### src/hw/rtl/hdb_isqrt.sv
// Pipelined floor square root of a 62-bit value, one result bit per stage.
module hdb_isqrt (
  input  logic        clk_i,
  input  logic        en_i,
  input  logic [61:0] v_i,
  output logic [30:0] r_o
);

  localparam int unsigned Bits = 31;

  logic [61:0] rem_q [Bits+1];
  logic [30:0] r_q [Bits+1];

  always_ff @(posedge clk_i) begin
    if (en_i) begin
      rem_q[0] <= v_i;
      r_q[0] <= '0;
    end
  end

  for (genvar i = 0; i < Bits; i++) begin : g_stage
    localparam int unsigned B = Bits - 1 - i;
    logic [63:0] trial_w;
    assign trial_w = ({33'd0, r_q[i]} << (B + 1)) + (64'd1 << (2 * B));
    always_ff @(posedge clk_i) begin
      if (en_i) begin
        if ({2'b00, rem_q[i]} >= trial_w) begin
          rem_q[i+1] <= rem_q[i] - trial_w[61:0];
          r_q[i+1] <= r_q[i] | (31'd1 << B);
        end else begin
          rem_q[i+1] <= rem_q[i];
          r_q[i+1] <= r_q[i];
        end
      end
    end
  end

  assign r_o = r_q[Bits];

endmodule
### config.mk
export PLATFORM = sky130hd
export DESIGN_NAME = hdb_isqrt
export DESIGN_NICKNAME = d
export VERILOG_FILES = /design/src/hw/rtl/hdb_isqrt.sv
export SDC_FILE = /design/constraint.sdc
export NUM_CORES = 2
export LEC_CHECK = 0
export BUFFER_PORTS_ARGS = -buffer_cell sky130_fd_sc_hd__buf_4
export CAP_MARGIN = 0
export CORE_MARGIN = 2
export CORE_UTILIZATION = 55
export CTS_BUF_LIST = sky130_fd_sc_hd__clkbuf_4 sky130_fd_sc_hd__clkbuf_8
export DETAILED_ROUTE_END_ITERATION = 7
export PLACE_DENSITY = 0.79
export SLEW_MARGIN = 25
export SYNTH_ARGS = -nofsm -noshare
export SYNTH_HDL_FRONTEND = slang
export SYNTH_SLANG_ARGS = --single-unit
### constraint.sdc
create_clock -name clk_i -period 6.1 [get_ports clk_i]
set_input_delay 0.61 -clock clk_i [delete_from_list [all_inputs] [get_ports clk_i]]
set_output_delay 0.61 -clock clk_i [all_outputs]
set_load 0.02 [all_outputs]
Word-level counts from Yosys, hierarchy flattened

Memories as Yosys holds them, arrays and structs flattened.
Cells that the tools add are included.

Output and inout bits: 31
RAM bits: 2976
Memories kept: 2
Bits in registers: 0

Magnitude comparators: 31
Multiplexer cells: 250
$add $sub $neg: 62
Bitwise logic cells: 62

Memory list:

| name  | words | width | read ports | clocked after Yosys merged registers in | write ports | RTL line | text |
|---|---|---|---|---|---|---|---|
| rem_q | 32    | 62    | 31         | 0                                       | 32          | 11       | `logic [61:0] rem_q [Bits+1];` |
| r_q   | 32    | 31    | 32         | 0                                       | 32          | 12       | `logic [30:0] r_q [Bits+1];` |

Operators with widths:

| cell                                            | number |
|---|---|
| two-way mux 62 bit                              | 31 |
| two-way mux 31 bit                              | 31 |
| two-way mux 1 bit                               | 188 |
| subtractor 62 bit                               | 2 |
| adder 62 x 61 -> 63 bit (second input constant) | 1 |
| >= comparator 62 x 63 -> 1 bit                  | 1 |
| adder 61 x 59 -> 62 bit (second input constant) | 1 |
| >= comparator 62 x 33 -> 1 bit                  | 1 |
| >= comparator 62 x 34 -> 1 bit                  | 1 |
| >= comparator 62 x 35 -> 1 bit                  | 1 |
| >= comparator 62 x 36 -> 1 bit                  | 1 |
| >= comparator 62 x 37 -> 1 bit                  | 1 |
| >= comparator 62 x 38 -> 1 bit                  | 1 |
| >= comparator 62 x 39 -> 1 bit                  | 1 |
| >= comparator 62 x 40 -> 1 bit                  | 1 |
| >= comparator 62 x 41 -> 1 bit                  | 1 |
| >= comparator 62 x 42 -> 1 bit                  | 1 |
| >= comparator 62 x 43 -> 1 bit                  | 1 |
| >= comparator 62 x 44 -> 1 bit                  | 1 |
| >= comparator 62 x 45 -> 1 bit                  | 1 |
| >= comparator 62 x 46 -> 1 bit                  | 1 |
| >= comparator 62 x 47 -> 1 bit                  | 1 |
| >= comparator 62 x 48 -> 1 bit                  | 1 |
| >= comparator 62 x 49 -> 1 bit                  | 1 |
| other kinds (72)                                | 133 |

Logic depth before layout (Yosys ltp)

An unclocked memory read counts as a cell.

Word-level depth: 7
Depth in mapped cells: 14
Mapped depth without buffers: 12

Worst setup path after synthesis

OpenSTA, ideal clock, no wires.

Path type: input port to flip-flop
Start point: in en_i
End point: mem r_q[28][3], in the netlist r_q[1][375] (enable)
Arrival time: 4.104 ns
Path slack: 1.515 ns
Cell stages on the path: 5
Buffers on the path: 5
Cells stage by stage: clkbuf_1 > clkbuf_1 > clkbuf_1 > clkbuf_1 > clkbuf_1

RTL lines:

| what            | RTL line | text |
|---|---|---|
| start, declared | 4        | `input logic en_i,` |
| end, declared   | 12       |  |

==> flow_metrics.tcl <==
set metrics [dict create \
    max-cap-violations 0 \
    count_of_pins_on_the_block_boundary 95 \
    setup-violations-final 0 \
    clock_tree_from_tritoncts "done" \
    rsz_0062_raised_after_global_routing "no" \
    yosys.area.top_type_share_pct 62.1 \
    grt_first_pass_wirelength_um 464000 \
    pwr-share-clk_pct 30.0 \
    synth.largest_area_cell "sky130_fd_sc_hd__edfxtp_1" \
    remaining_drc_errors 0 \
    synth_cells 9462 \
    timing.critical_path.cells "nor4_1 -> nand2_1 -> or4b_2 -> a31oi_1 -> and3_1 -> inv_2 -> nand4b_1 -> xnor2_1" \
    finalWorstSetupSlack_ns 1.75 \
    dieWidth_um 465 \
    hold_path.class "input port to register" \
    worst_skew_pair.late_latency_ns 1.16 \
    largest_net_degree_at_the_start_of_global_routing 202 \
    async_flop_share_pct 0 \
    cts-resized-gates 0 \
    final_common_cell "sky130_fd_sc_hd__edfxtp_1" \
    setup-tns-final_ns 0 \
    min_period_over_period_pct 71.3 \
    grt.overflow.total 0 \
    postSynthAreaPerCell_um2 12.4 \
    worst-slew-pin-transition_ns 1.02 \
    maxClockFrequency_mhz 230 \
    antenna_found_initial 9 \
    synth_nets 10100 \
    drive_above_1_share_pct 8.93 \
    internal_power_mw 32.4 \
    maxSlewHeadroom_pct 31.7 \
    cp_num_buf_inv 1 \
    synth_enable_flop_cells 2418 \
    io_buffers 94 \
    dominantRegCellSynth "sky130_fd_sc_hd__edfxtp_1" \
    postRouteAntennaNets 0 \
    routed_wl_um 311000 \
    fp-row-count 169 \
    number_of_h_tree_levels 5 \
    avgViaCountPerCell 6.10 \
    switching_share_pct 31.0 \
    cts_inserted_buffers 398 \
    power_leakage_nw 47.8 \
    hold_violations 0 \
    status "finished, final reports clean" \
    path_delay_family "simple AND/OR/NAND/NOR gates" \
    area_contributors_post_synth "sky130_fd_sc_hd__edfxtp_1 (62%), sky130_fd_sc_hd__ha_1 (5.6%), sky130_fd_sc_hd__xor2_1 (3.1%)" \
    post-dp-hpwl_um 231000 \
    synth.lib_cells_used.distinct 103 \
    yosys_warning_total 0 \
    ys_ff_latch 2418 \
    initial_core_util_pct 55.3 \
    clkSlewWorstSetupHoldPaths_ns 0.07 \
    crit_path_max_incr_delay_ns 0.74 \
    critical_path.startpoint_type "register" \
    post-place-ws_ns 1.77 \
    worst-r2r-setup-slack_ns 1.75 \
    synth-seq-area-share_pct 62.1 \
    power.share.combinational_pct 21.3 \
    detail_route.iter0.violations 8920 \
    setup.worst_path.class "register to register" \
    drt_pass1_iterations 8 \
    floorplan.die.height_um 465 \
    wl_per_cell_um 24.0 \
    design.core.area_mm2 0.212 \
    global_route.usage.total_pct 28.2 \
    timing.final.max_slew_violations 0 \
    timing.final.crit_period_ns 4.35 \
    p_per_area_mw_per_mm2 363 \
    cp.required_ns 6.87 \
    cpMaxStageDelayCell "sky130_fd_sc_hd__nor4_1" \
    die_ar_mm2 0.216 \
    synth_area_mm2 0.117 \
    tritoncts_num_sinks 2418 \
    synthToLayoutAreaGrowth_pct 10.6 \
    worstPathMaxFanout 45 \
    critical_path_arrival_ns 5.12 \
    num_vias 79100 \
    skew_ns 0.108 \
    first_global_vias 75400 \
    total_switching_power_mw 14.6 \
    layout.cells.most_common_list "sky130_fd_sc_hd__edfxtp_1 (2418), sky130_fd_sc_hd__nand2_1 (757), sky130_fd_sc_hd__inv_1 (646), sky130_fd_sc_hd__nor2_1 (587), sky130_fd_sc_hd__a21oi_1 (530)" \
    nature_of_the_critical_path_endpoint "register" \
    power.share.sequential_pct 48.7 \
    clk_path_buf_depth 4 \
    worst_ir_drop_vdd_v 0.000303 \
    nNetsFinal 10400 \
    clock-root-buffer "sky130_fd_sc_hd__clkbuf_8" \
    gp_congestion 0.978 \
]
-- synthesized netlist by cell type (19+ instances only) --
master	n
sky130_fd_sc_hd__a21o_1	171
sky130_fd_sc_hd__or3_1	83
sky130_fd_sc_hd__xnor2_1	406
sky130_fd_sc_hd__nand2_1	757
sky130_fd_sc_hd__xor2_1	418
sky130_fd_sc_hd__a21oi_1	530
sky130_fd_sc_hd__clkbuf_1	190
sky130_fd_sc_hd__o211ai_1	48
sky130_fd_sc_hd__o31a_1	19
sky130_fd_sc_hd__o21ai_0	519
sky130_fd_sc_hd__and3_1	41
sky130_fd_sc_hd__or2_2	36
sky130_fd_sc_hd__nand4_1	178
sky130_fd_sc_hd__nand3b_1	27
sky130_fd_sc_hd__a211oi_1	60
sky130_fd_sc_hd__o31ai_1	40
sky130_fd_sc_hd__a211o_1	25
sky130_fd_sc_hd__nand3_1	176
sky130_fd_sc_hd__nor3b_1	25
sky130_fd_sc_hd__nor2b_1	63
sky130_fd_sc_hd__nor2_1	588
sky130_fd_sc_hd__a31oi_1	38
sky130_fd_sc_hd__nor4b_1	60
sky130_fd_sc_hd__inv_1	646
sky130_fd_sc_hd__nor3_1	251
sky130_fd_sc_hd__o21bai_1	63
sky130_fd_sc_hd__mux2_2	43
sky130_fd_sc_hd__nor4_1	358
sky130_fd_sc_hd__nand2b_1	104
sky130_fd_sc_hd__or4_1	89
sky130_fd_sc_hd__ha_1	525
sky130_fd_sc_hd__nand4b_1	32
sky130_fd_sc_hd__edfxtp_1	2418
sky130_fd_sc_hd__and2_1	26
sky130_fd_sc_hd__o21a_1	80
sky130_fd_sc_hd__a21boi_0	28
-- flip-flops by register name, indices dropped and copies added (netlist names) --
register  flops
r_q         496
rem_q      1922
-- per-stage QoR --
step	util (%)	power [mW]	cells	hold slack, ns	cell area, um^2
2_1_floorplan	-	29.2	9462	0.417	117000
3_3_place_gp	57.1	32.7	12200	0.427	121000
3_5_place_dp	57.1	32.8	12200	0.431	121000
4_1_cts	61.1	46.9	13000	0.0172	129000
5_1_grt	61.1	48.9	13000	0.0398	129000
6_report	61.1	47.0	13000	0.0651	129000
-- final timing paths --
| check | end | depth (start not counted) | from |
|---|---|---|---|
| setup reg to reg | rem_q[1][596] | 8 | rem_q[1][542] |
| setup / recovery | rem_q[1][596] | 8 | rem_q[1][542] |
| hold reg to reg | rem_q[0][814] | 0 | rem_q[0][752] |
| hold / removal | rem_q[0][613] | 1 | en_i |
-- layout make-up --
cell class                 count  area [um^2]
antenna                        6         15.0
clock buffer                 504         6300
clock inverter               179         1400
fill                       15900        82300
inverter                     649         2440
multi-input combinational   6174        41100
sequential                  2418        72600
tap                         2821         3530
timing repair buffer         209         1880
-- power groups by stage --
stage               combinational [mW]  clock [mW]  sequential [mW]
global placement                  9.62           0             23.0
CTS                               9.82        14.3             22.8
global route                      11.0        15.0             23.0
detailed placement                9.70           0             23.1
finish                            10.0        14.1             22.9
floorplan                         7.10           0             22.1
-- cells by family (layout without fill, tap and decap cells) --
kind of cell	Yosys count	in the layout	synth area share (%)
multiplexers	54	54	0.508
AO/OA/AOI/OAI	1788	1788	9.48
XOR/XNOR	824	824	6.17
adder cells (fa/ha/maj)	525	525	5.62
flip-flops	2418	2418	62.1
other	0	6	0
AND/OR/NAND/NOR	2983	2983	13.3
buffers and inverters	870	1541	2.83
-- timing repair --
action                                 4_1_cts  5_1_grt
hold buffers                                62        0
buffers inserted                             0        0
endpoints found under the hold margin       62        0
-- per-layer routing --
layer / vias up / global-route usage [%] / wire length (um)
li1: 36400 / - / -
met1: 38300 / 40.2 / 134000
met2: 3675 / 42.7 / 137000
met3: 689 / 5.81 / 27300
met4: 4 / 11.2 / 12900
met5: - / 0 / 25
No activity file was read; power rests on OpenSTA's default activity.
